`src/aesd_pkg.sv`:
```
package aesd_pkg;

  localparam int CAL_W     = 12;
  localparam int TIMEOUT_W = 11;
  localparam int OUT_W     = 16;
  localparam int LED_W     = 4;

  typedef enum logic [1:0] {
    MODE_POT  = 2'd0,
    MODE_VOLT = 2'd1,
    MODE_TEMP = 2'd2
  } mode_t;

  typedef enum logic [1:0] {
    OP_POT  = 2'd0,
    OP_LED  = 2'd1,
    OP_MODE = 2'd2
  } div_op_t;

  typedef enum logic [1:0] {
    CFG_TEMP_CAL_LOW  = 2'd0,
    CFG_TEMP_CAL_HIGH = 2'd1,
    CFG_VREF_CAL      = 2'd2,
    CFG_MODE_TIMEOUT  = 2'd3
  } cfg_index_t;

  localparam logic CMD_SAMPLE = 1'b0;
  localparam logic CMD_TICK   = 1'b1;

  localparam logic [CAL_W-1:0]     TEMP_CAL_LOW_RESET  = 12'd1750;
  localparam logic [CAL_W-1:0]     TEMP_CAL_HIGH_RESET = 12'd1330;
  localparam logic [CAL_W-1:0]     VREF_CAL_RESET      = 12'd1526;
  localparam logic [TIMEOUT_W-1:0] MODE_TIMEOUT_RESET  = 11'd1000;
  localparam logic [TIMEOUT_W-1:0] TICK_MAX            = 11'd2047;

  localparam int POT_SCALE  = 100;
  localparam int POT_DIV    = 819;
  localparam int LED_SCALE  = 9;
  localparam int LED_DIV    = 500;
  localparam int VOLT_SCALE = 330;
  localparam int TEMP_SPAN  = 80;
  localparam int TEMP_BASE  = 30;

  typedef struct packed {
    logic    take_sample;
    logic    take_tick;
    logic    div_start;
    div_op_t div_op;
    logic    load_out;
  } aesd_cmd_t;

  typedef struct packed {
    logic div_done;
    logic need_mode;
  } aesd_status_t;

endpackage

```
`src/aesd_divider.sv`:
```
module aesd_divider #(
  parameter int W = 22
) (
  input  logic         clk,
  input  logic         rst,
  input  logic         start,
  input  logic [W-1:0] dividend,
  input  logic [W-1:0] divisor,
  output logic         done,
  output logic [W-1:0] quotient
);

  // two quotient bits per cycle
  localparam int STEPS = W / 2;
  localparam int CW    = $clog2(STEPS + 1);

  logic [W-1:0]  rem;
  logic [W-1:0]  quo;
  logic [W-1:0]  den;
  logic [CW-1:0] count;
  logic [W-1:0]  rem_next;
  logic [W-1:0]  quo_next;
  logic [W:0]    trial;

  always_comb begin
    rem_next = rem;
    quo_next = quo;
    trial    = '0;
    for (int i = 0; i < 2; i++) begin
      trial    = {rem_next, quo_next[W-1]};
      quo_next = {quo_next[W-2:0], 1'b0};
      if (trial >= {1'b0, den}) begin
        trial       = trial - {1'b0, den};
        quo_next[0] = 1'b1;
      end
      rem_next = trial[W-1:0];
    end
  end

  always_ff @(posedge clk) begin
    if (rst) begin
      count <= '0;
      done  <= 1'b0;
    end else begin
      done <= 1'b0;
      if (start) begin
        count <= CW'(STEPS);
      end else if (count != '0) begin
        count <= count - 1'b1;
        if (count == CW'(1)) begin
          done <= 1'b1;
        end
      end
    end
  end

  always_ff @(posedge clk) begin
    if (start) begin
      rem <= '0;
      quo <= dividend;
      den <= divisor;
    end else if (count != '0) begin
      rem <= rem_next;
      quo <= quo_next;
    end
  end

  assign quotient = quo;

endmodule

```
`src/aesd_datapath.sv`:
```
module aesd_datapath #(
  parameter int NUM_CHANNELS = 3,
  parameter int FILTER_SHIFT = 6,
  parameter int SAMPLE_BITS  = 12
) (
  input  logic                           clk,
  input  logic                           rst,
  input  aesd_pkg::aesd_cmd_t            cmd,
  output aesd_pkg::aesd_status_t         status,
  input  logic [SAMPLE_BITS-1:0]         sample,
  input  logic                           end_of_sequence,
  input  logic                           temp_button,
  input  logic                           volt_button,
  input  logic                           cfg_write,
  input  logic [1:0]                     cfg_index,
  input  logic [aesd_pkg::CAL_W-1:0]     cfg_data,
  output logic [aesd_pkg::OUT_W-1:0]     display_value,
  output logic [aesd_pkg::LED_W-1:0]     led_count,
  output logic [1:0]                     display_mode,
  output logic                           divide_error
);

  import aesd_pkg::*;

  localparam int CH_W    = (NUM_CHANNELS > 1) ? $clog2(NUM_CHANNELS) : 1;
  localparam int ACC_W   = SAMPLE_BITS + FILTER_SHIFT;
  localparam int POT_W   = SAMPLE_BITS - 2;
  localparam int DEN_W   = (SAMPLE_BITS > CAL_W) ? SAMPLE_BITS : CAL_W;
  localparam int DIFF_W  = DEN_W + 1;
  localparam int DIV_RAW = (DEN_W + 7 > 21) ? DEN_W + 7 : 21;
  localparam int DIV_W   = DIV_RAW + (DIV_RAW % 2);

  logic [ACC_W-1:0]       acc [NUM_CHANNELS];
  logic [SAMPLE_BITS-1:0] filt [NUM_CHANNELS];
  logic [CH_W-1:0]        chan;
  mode_t                  mode;
  logic [TIMEOUT_W-1:0]   ticks;
  logic [CAL_W-1:0]       cal_low;
  logic [CAL_W-1:0]       cal_high;
  logic [CAL_W-1:0]       vref;
  logic [TIMEOUT_W-1:0]   timeout;
  logic [POT_W-1:0]       pot_q;
  logic [LED_W-1:0]       led_q;
  logic [OUT_W-1:0]       mode_q;

  logic [ACC_W-1:0]       acc_sel;
  logic [ACC_W-1:0]       acc_next;
  logic [SAMPLE_BITS-1:0] filt_next;
  logic [CH_W-1:0]        chan_next;
  mode_t                  mode_next;
  logic [TIMEOUT_W-1:0]   ticks_next;

  logic [SAMPLE_BITS-1:0] f0;
  logic [SAMPLE_BITS-1:0] f1;
  logic [SAMPLE_BITS-1:0] f2;

  logic signed [DIFF_W-1:0] diff;
  logic [DIFF_W-1:0]        diff_abs;
  logic signed [CAL_W:0]    span;
  logic [CAL_W:0]           span_abs;
  logic                     temp_neg;
  logic                     div_zero;
  logic [DIV_W-1:0]         div_num;
  logic [DIV_W-1:0]         div_den;
  logic [DIV_W-1:0]         quotient;
  logic                     div_done;
  logic [OUT_W-1:0]         q16;

  // moving average update for the current channel
  assign acc_sel   = acc[chan];
  assign filt_next = acc_sel[ACC_W-1:FILTER_SHIFT];
  assign acc_next  = acc_sel - ACC_W'(filt_next) + ACC_W'(sample);
  assign chan_next = end_of_sequence ? '0 :
                     (chan < CH_W'(NUM_CHANNELS - 1)) ? chan + 1'b1 : chan;

  assign f0 = filt[0];
  if (NUM_CHANNELS > 1) begin : g_f1
    assign f1 = filt[1];
  end else begin : g_no_f1
    assign f1 = '0;
  end
  if (NUM_CHANNELS > 2) begin : g_f2
    assign f2 = filt[2];
  end else begin : g_no_f2
    assign f2 = '0;
  end

  always_comb begin
    ticks_next = (ticks == TICK_MAX) ? ticks : ticks + 1'b1;
    mode_next  = mode;
    if (mode == MODE_POT && temp_button) begin
      mode_next  = MODE_TEMP;
      ticks_next = '0;
    end else if (mode == MODE_POT && volt_button) begin
      mode_next  = MODE_VOLT;
      ticks_next = '0;
    end
    if (ticks_next > timeout) begin
      mode_next = MODE_POT;
    end
  end

  // signed temperature operands as magnitude and sign
  assign diff     = $signed({1'b0, DEN_W'(f1)}) - $signed({1'b0, DEN_W'(cal_low)});
  assign diff_abs = diff[DIFF_W-1] ? (~diff + 1'b1) : diff;
  assign span     = $signed({1'b0, cal_high}) - $signed({1'b0, cal_low});
  assign span_abs = span[CAL_W] ? (~span + 1'b1) : span;
  assign temp_neg = diff[DIFF_W-1] ^ span[CAL_W];

  assign div_zero = (mode == MODE_VOLT) ? (f2 == '0) : (span_abs == '0);
  assign status.need_mode = (mode != MODE_POT) && !div_zero;
  assign status.div_done  = div_done;

  always_comb begin
    case (cmd.div_op)
      OP_POT: begin
        div_num = DIV_W'(f0) * DIV_W'(POT_SCALE);
        div_den = DIV_W'(POT_DIV);
      end
      OP_LED: begin
        div_num = DIV_W'(pot_q) * DIV_W'(LED_SCALE);
        div_den = DIV_W'(LED_DIV);
      end
      OP_MODE: begin
        if (mode == MODE_VOLT) begin
          div_num = DIV_W'(vref) * DIV_W'(VOLT_SCALE);
          div_den = DIV_W'(f2);
        end else begin
          div_num = DIV_W'(diff_abs[DEN_W-1:0]) * DIV_W'(TEMP_SPAN);
          div_den = DIV_W'(span_abs[CAL_W-1:0]);
        end
      end
      default: begin
        div_num = '0;
        div_den = '0;
      end
    endcase
  end

  aesd_divider #(
    .W(DIV_W)
  ) u_divider (
    .clk      (clk),
    .rst      (rst),
    .start    (cmd.div_start),
    .dividend (div_num),
    .divisor  (div_den),
    .done     (div_done),
    .quotient (quotient)
  );

  assign q16 = quotient[OUT_W-1:0];

  always_ff @(posedge clk) begin
    if (rst) begin
      for (int i = 0; i < NUM_CHANNELS; i++) begin
        acc[i]  <= '0;
        filt[i] <= '0;
      end
      chan     <= '0;
      mode     <= MODE_POT;
      ticks    <= '0;
      cal_low  <= TEMP_CAL_LOW_RESET;
      cal_high <= TEMP_CAL_HIGH_RESET;
      vref     <= VREF_CAL_RESET;
      timeout  <= MODE_TIMEOUT_RESET;
    end else begin
      if (cmd.take_sample) begin
        acc[chan]  <= acc_next;
        filt[chan] <= filt_next;
        chan       <= chan_next;
      end
      if (cmd.take_tick) begin
        mode  <= mode_next;
        ticks <= ticks_next;
      end
      if (cfg_write) begin
        case (cfg_index_t'(cfg_index))
          CFG_TEMP_CAL_LOW:  cal_low  <= cfg_data;
          CFG_TEMP_CAL_HIGH: cal_high <= cfg_data;
          CFG_VREF_CAL:      vref     <= cfg_data;
          CFG_MODE_TIMEOUT:  timeout  <= cfg_data[TIMEOUT_W-1:0];
          default: ;
        endcase
      end
    end
  end

  always_ff @(posedge clk) begin
    if (div_done) begin
      case (cmd.div_op)
        OP_POT:  pot_q <= quotient[POT_W-1:0];
        OP_LED:  led_q <= quotient[LED_W-1:0];
        OP_MODE: begin
          if (mode == MODE_VOLT) begin
            mode_q <= q16;
          end else begin
            mode_q <= (temp_neg ? (~q16 + 1'b1) : q16) + OUT_W'(TEMP_BASE);
          end
        end
        default: ;
      endcase
    end
    if (cmd.load_out) begin
      display_value <= (mode == MODE_POT) ? OUT_W'(pot_q) : (div_zero ? '0 : mode_q);
      led_count     <= led_q;
      display_mode  <= mode;
      divide_error  <= (mode != MODE_POT) && div_zero;
    end
  end

endmodule

```
`src/aesd_ctrl.sv`:
```
module aesd_ctrl (
  input  logic                   clk,
  input  logic                   rst,
  input  logic                   in_valid,
  input  logic                   command,
  output logic                   in_stall,
  output logic                   out_valid,
  input  logic                   out_stall,
  input  aesd_pkg::aesd_status_t status,
  output aesd_pkg::aesd_cmd_t    cmd
);

  import aesd_pkg::*;

  typedef enum logic [2:0] {
    ST_IDLE,
    ST_POT,
    ST_LED,
    ST_MODE,
    ST_DONE
  } state_t;

  state_t  state;
  logic    div_start;
  div_op_t div_op;
  logic    take_sample;
  logic    take_tick;
  logic    load_out;

  assign in_stall    = (state != ST_IDLE);
  assign take_sample = (state == ST_IDLE) && in_valid && (command == CMD_SAMPLE);
  assign take_tick   = (state == ST_IDLE) && in_valid && (command == CMD_TICK);
  assign load_out    = (state == ST_DONE) && (!out_valid || !out_stall);

  assign cmd.take_sample = take_sample;
  assign cmd.take_tick   = take_tick;
  assign cmd.div_start   = div_start;
  assign cmd.div_op      = div_op;
  assign cmd.load_out    = load_out;

  always_ff @(posedge clk) begin
    if (rst) begin
      state     <= ST_IDLE;
      div_start <= 1'b0;
      div_op    <= OP_POT;
      out_valid <= 1'b0;
    end else begin
      div_start <= 1'b0;
      if (load_out) begin
        out_valid <= 1'b1;
      end else if (!out_stall) begin
        out_valid <= 1'b0;
      end
      case (state)
        ST_IDLE: begin
          if (take_sample) begin
            state     <= ST_POT;
            div_start <= 1'b1;
            div_op    <= OP_POT;
          end
        end
        ST_POT: begin
          if (status.div_done) begin
            state     <= ST_LED;
            div_start <= 1'b1;
            div_op    <= OP_LED;
          end
        end
        ST_LED: begin
          if (status.div_done) begin
            if (status.need_mode) begin
              state     <= ST_MODE;
              div_start <= 1'b1;
              div_op    <= OP_MODE;
            end else begin
              state <= ST_DONE;
            end
          end
        end
        ST_MODE: begin
          if (status.div_done) begin
            state <= ST_DONE;
          end
        end
        ST_DONE: begin
          if (load_out) begin
            state <= ST_IDLE;
          end
        end
        default: begin
          state <= ST_IDLE;
        end
      endcase
    end
  end

endmodule

```
`src/adc_ema_sensor_display_unit.sv`:
```
// each sample runs the shared 2-bit-per-cycle divider for pot, led and mode
// values in turn, skipping mode in pot mode or on a zero divisor
// one tick per cycle while idle; a sample stalls input until its result loads
// results wait in an output register; the next item is taken while one waits
// rst is synchronous: filters, channel index, mode, ticks and calibration reset
module adc_ema_sensor_display_unit #(
  parameter int NUM_CHANNELS = 3,
  parameter int FILTER_SHIFT = 6,
  parameter int SAMPLE_BITS  = 12
) (
  input  logic                       clk,
  input  logic                       rst,
  input  logic                       in_valid,
  output logic                       in_stall,
  input  logic                       command,
  input  logic [SAMPLE_BITS-1:0]     sample,
  input  logic                       end_of_sequence,
  input  logic                       temp_button,
  input  logic                       volt_button,
  output logic                       out_valid,
  input  logic                       out_stall,
  output logic [aesd_pkg::OUT_W-1:0] display_value,
  output logic [aesd_pkg::LED_W-1:0] led_count,
  output logic [1:0]                 display_mode,
  output logic                       divide_error,
  input  logic                       cfg_valid,
  output logic                       cfg_ready,
  input  logic [1:0]                 cfg_index,
  input  logic [aesd_pkg::CAL_W-1:0] cfg_data
);

  import aesd_pkg::*;

  aesd_cmd_t    cmd;
  aesd_status_t status;

  assign cfg_ready = 1'b1;

  aesd_ctrl u_ctrl (
    .clk       (clk),
    .rst       (rst),
    .in_valid  (in_valid),
    .command   (command),
    .in_stall  (in_stall),
    .out_valid (out_valid),
    .out_stall (out_stall),
    .status    (status),
    .cmd       (cmd)
  );

  aesd_datapath #(
    .NUM_CHANNELS (NUM_CHANNELS),
    .FILTER_SHIFT (FILTER_SHIFT),
    .SAMPLE_BITS  (SAMPLE_BITS)
  ) u_datapath (
    .clk             (clk),
    .rst             (rst),
    .cmd             (cmd),
    .status          (status),
    .sample          (sample),
    .end_of_sequence (end_of_sequence),
    .temp_button     (temp_button),
    .volt_button     (volt_button),
    .cfg_write       (cfg_valid && cfg_ready),
    .cfg_index       (cfg_index),
    .cfg_data        (cfg_data),
    .display_value   (display_value),
    .led_count       (led_count),
    .display_mode    (display_mode),
    .divide_error    (divide_error)
  );

endmodule

```
`config.mk`:
```
export PLATFORM = sky130hd
export DESIGN_NAME = adc_ema_sensor_display_unit
export DESIGN_NICKNAME = d
export VERILOG_FILES = /design/src/aesd_pkg.sv /design/src/aesd_divider.sv /design/src/aesd_datapath.sv /design/src/aesd_ctrl.sv /design/src/adc_ema_sensor_display_unit.sv
export SDC_FILE = /design/constraint.sdc
export NUM_CORES = 1
export LEC_CHECK = 0
export BUFFER_PORTS_ARGS = -buffer_cell sky130_fd_sc_hd__buf_2
export CORE_MARGIN = 3
export CORE_UTILIZATION = 51
export DETAILED_ROUTE_END_ITERATION = 12
export GPL_ROUTABILITY_DRIVEN = 1
export PLACE_DENSITY = 0.63
export SLEW_MARGIN = 20
export SYNTH_ARGS = -nofsm -noshare
export SYNTH_HDL_FRONTEND = slang
export SYNTH_SLANG_ARGS = --single-unit
export TNS_END_PERCENT = 100
```
`constraint.sdc`:
```
create_clock -name clk -period 12.9 [get_ports clk]
set_input_delay 2.58 -clock clk [delete_from_list [all_inputs] [get_ports clk]]
set_output_delay 2.58 -clock clk [all_outputs]
set_load 0.02 [all_outputs]
```
==> impl_results.md <==
- Power Total: 3.76 mW
- Final Hold Fails: 0
- Clock buffer depth: 3
- R2r worst-path depth: 22
- Remaining Overflow, GRT: 0
- Core box area: 0.0404 mm²
- Status: complete, no violations
- IO buf count: 59
- Clk_lat worst skew: around 0.56 ns
- Synthesized area: ~0.021 mm²
- Slew @ Worst Pin: about 1.1 ns
- Sw frac: 38.2%
- CP top delay family: compound AO/OA/AOI/OAI gates
- # diodes: 0
- Crit-path max cell delay: about 0.52 ns
- Max-cap violation count: 0
- Layout net count: 2620
- Setup violations, final: 0
- 1st-pass router iterations: 5
- Syn-to-layout area delta: 9.34%
- Crit path time final: just under 6 ns
- Clock Tree Root: clkbuf_16
- Detail Placement HPWL: ~39000 µm
- FF+latch count, synth: 293
- Worst hold path depth: 0
- Detailed-route DRC error count: 0
- Prevailing post-synth register cell: edfxtp_1
- HP Class: reg -> reg
- Mean Syn Cell Area: 9.20 µm²
- Row count: 73
- Leakage: about 10 nW
- Syn_nets: 2585
- Hold Path Sink: u_datapath.led_count[2]
- Power Density: roughly 160 mW/mm²
- Post-route clock skew: roughly 0.024 ns
- Clock network power share: between 20% and 30%
- Compound-Gate Fraction of Synth Area: approximately 15%
- Adder-Cell Fraction of Synth Area: roughly 16%
- Critical-path cell list: inv_1 -> ha_1 -> nor2b_1 -> o21ai_0 -> a21oi_1 -> o211a_1 -> nor3_2 -> buf_4 -> mux2_2 -> inv_1 -> ha_1 -> nor2b_1 -> o21ai_0 -> a21boi_0 -> o21ai_0 -> a21boi_0 -> o21bai_1 -> nand4_1 -> nor4_4 -> nand2_4 -> and4b_1 -> a311o_1
- Starting DRT DRC Count: 1100
- Hold_buf cts: 0
- CTS tree: built
- Die Ht: between 200 and 250 µm
- Max_slew headroom: roughly 28%
- Post-Synth XOR/XNOR Area: under 10%
- Largest family of logic cells by synthesized area: simple AND/OR/NAND/NOR gates
- RSZ-0062 raised after global routing: false
- Initial antenna violation count: 0
- Hold Startpoint: u_datapath.led_q[2]
- Post-synth EDFFs: between 150 and 200
- Switch Pwr: between 1 and 1.5 mW
- Largest net degree at the start of global routing: 47
- VDD IR max: around 0.12 mV
- All-Layer GR Usage: 24.0%
- Resized Gates After CTS: 0
- Sink Count: between 200 and 300
- Fin crit share: around 45%
- Vias in the first global route: roughly 16000
- Finished layout cell area: between 0.02 and 0.025 mm²
- Seq pwr share: between 30% and 40%
- Final core occ: approximately 57%
- CTS clk-pin slew, worst paths: 0.06 ns
- Layout cell share with drive strength beyond 1: 8.27%
- H-tree depth: 2
- Post-DP Area: 0.0220 mm²
- Logic pwr share: between 40% and 50%
- Mux cell area share after synthesis: 2.95%
- Critical path's most frequent cell: o21ai_0
- Buf/Inv on CP: 3
- Worst Setup End Kind: flop
- Syn Inst Count: approximately 2300
- Post-CTS setup buffers: 0
- Fmax: around 170 MHz
- CP max stage cell: nor4_4
- Yosys warning count: 0
- Initial core utilization: a little over half
- CTS Buf Count: 35
- Top Ports: just over 60
- Vias per cell: about 5.8
- CP max FO: 25
- ANT nets after route: 0
- WL final: about 53000 µm
- CP startpoint kind: flop
- Critical path data required time: around 13 ns
- Cell internal pwr: ~2.3 mW
- Routability congestion estimate: a little over 0.9
- Post-synthesis sequential area ratio: about 37%
- Cell variety after synth: 83
- Die area: roughly 0.044 mm²
- Fin Setup TNS: 0 ns
- Die X: about 210 µm
- CP arrival: 6.30 ns
- Asr flop ratio synth: 0%
- R2R Path Start: u_datapath.u_divider.den[1]
- Setup slack, reg-to-reg: about 7.0 ns
- Slew Limit Fails: 0
- Crit path kind: reg -> reg
- Simple-Gate Fraction of Synth Area: roughly 17%
- Fillers: 3636
- Worst r2r dst: u_datapath.u_divider.rem[18]
- Via count: 16592
- WHS: ~0.42 ns
- First-pass GRT wire length: 85000 µm
- Critical path launch point: u_datapath.u_divider.den[1]
- Post-DR wirelength/cell: 18.2 µm
worst max path at each step:
| stage | end | slack [ns] | cells past startpoint |
|---|---|---|---|
| global route | u_datapath.u_divider.rem[18] | 6.52 | 22 |
| detailed placement | u_datapath.acc[0][17] | 6.62 | 16 |
| floorplan | u_datapath.acc[0][17] | 7.07 | 15 |
| global placement | u_datapath.acc[0][17] | 6.67 | 16 |
| CTS | u_datapath.u_divider.rem[18] | 7.07 | 22 |
| finish | u_datapath.u_divider.rem[18] | 7.05 | 22 |
flip-flops by register name (all words and copies together) (netlist names), 10 cells and up, named ones only:
name / flops
u_datapath.acc: 72
u_datapath.filt: 36
u_datapath.u_divider.quotient: 22
u_datapath.u_divider.rem: 22
u_datapath.display_value: 16
u_datapath.mode_q: 16
u_datapath.cal_high: 12
u_datapath.cal_low: 12
u_datapath.u_divider.den: 12
u_datapath.vref: 12
u_datapath.ticks: 11
u_datapath.timeout: 11
u_datapath.pot_q: 10
cells in the final DEF, fill, tap and decap left out, drive strengths merged, types with 7 or more instances in the layout:
master	Yosys	routed
a211o	15	15
a211oi	33	33
a21boi	9	9
a21o	27	27
a21oi	149	149
a22o	13	13
a31oi	25	25
and2	12	12
and3	32	32
buf	11	82
clkbuf	73	45
clkinv	0	10
dfxtp	98	98
edfxtp	195	195
fa	39	39
ha	213	213
inv	251	254
mux2i	17	17
mux4	18	18
nand2	185	185
nand2b	30	30
nand3	35	35
nand3b	23	23
nand4	20	20
nor2	273	273
nor2b	28	28
nor3	37	37
nor4	20	20
o211ai	7	7
o21a	21	21
o21ai	98	98
o21bai	12	12
o22ai	11	11
o31ai	9	9
o41ai	8	8
or2	15	15
or3	11	11
or4	7	7
xnor2	76	76
xor2	60	60
area by class of cell:
type | instances | area (µm²) | area share, %
clock buffers | 45 | 965 | 4.17
clock inverters | 18 | 181 | 0.785
inverters | 251 | 942 | 4.07
multi-input cells | 1670 | 12100 | 52.3
flip-flops and latches | 293 | 7820 | 33.8
well taps | 525 | 657 | 2.84
repair buffers | 82 | 468 | 2.02
Yosys cell counts, types with 15 or more instances:
cell type  instances  area share (%)
mux2i_1           17            0.80
mux4_2            18             1.9
nand3b_1          23            0.82
nor4_1            17            0.50
fa_1              39             3.7
nor2b_1           28            0.83
nand4_1           20            0.59
nor3_1            36            0.85
nand2b_1          30            0.89
a211o_1           15            0.62
and3_1            32            0.95
a21oi_1          149             3.5
nor2_1           273             4.8
a31oi_1           25            0.74
xnor2_1           76             3.1
o21ai_0           93             2.2
ha_1             213              13
dfxtp_1           98             9.3
a21o_1            27            0.96
clkbuf_1          73             1.3
xor2_1            60             2.5
inv_1            251             4.5
nand3_1           35            0.83
nand2_1          184             3.3
o21a_1            21            0.75
a211oi_1          30             1.1
edfxtp_1         195              28
kinds of logic (layout without fill, tap and decap cells):
logic type / after synthesis / count (layout)
other: 1 / 1
flip-flops: 293 / 293
buffers and inverters: 335 / 396
multiplexers: 39 / 39
AO/OA/AOI/OAI: 498 / 498
adder cells (fa/ha/maj): 252 / 252
AND/OR/NAND/NOR: 744 / 744
XOR/XNOR: 136 / 136
stage by stage:
stage | std cells | setup slack (ns)
6_report | 2884 | 7.05
5_1_grt | 2884 | 6.52
4_1_cts | 2884 | 7.07
3_5_place_dp | 2821 | 6.62
3_3_place_gp | 2821 | 6.67
2_1_floorplan | 2298 | 7.07
worst reg2reg max path: cells and delay by family (launching register included):
kind	cells	cell delay, ns
AND/OR/NAND/NOR	7	1.82
flip-flops	1	0.42
AO/OA/AOI/OAI	9	2.08
adder cells (fa/ha/maj)	2	0.49
buffers and inverters	3	0.53
multiplexers	1	0.43
metal layers:
metal	global-route usage [%]	share of wire, %
met1	33.2	46
met2	39.8	47
met3	2.68	4.4
met5	0	0
met4	6.97	2.4
power groups by stage:
stage	Clock [mW]	Combinational, mW	Sequential [mW]
after floorplan	0	1.24	1.16
after global placement	0	1.54	1.21
after detailed placement	0	1.56	1.21
after CTS	1.01	1.57	1.19
after global routing	1.05	1.79	1.20
final	0.991	1.58	1.19
No activity file was read; power rests on OpenSTA's default activity.
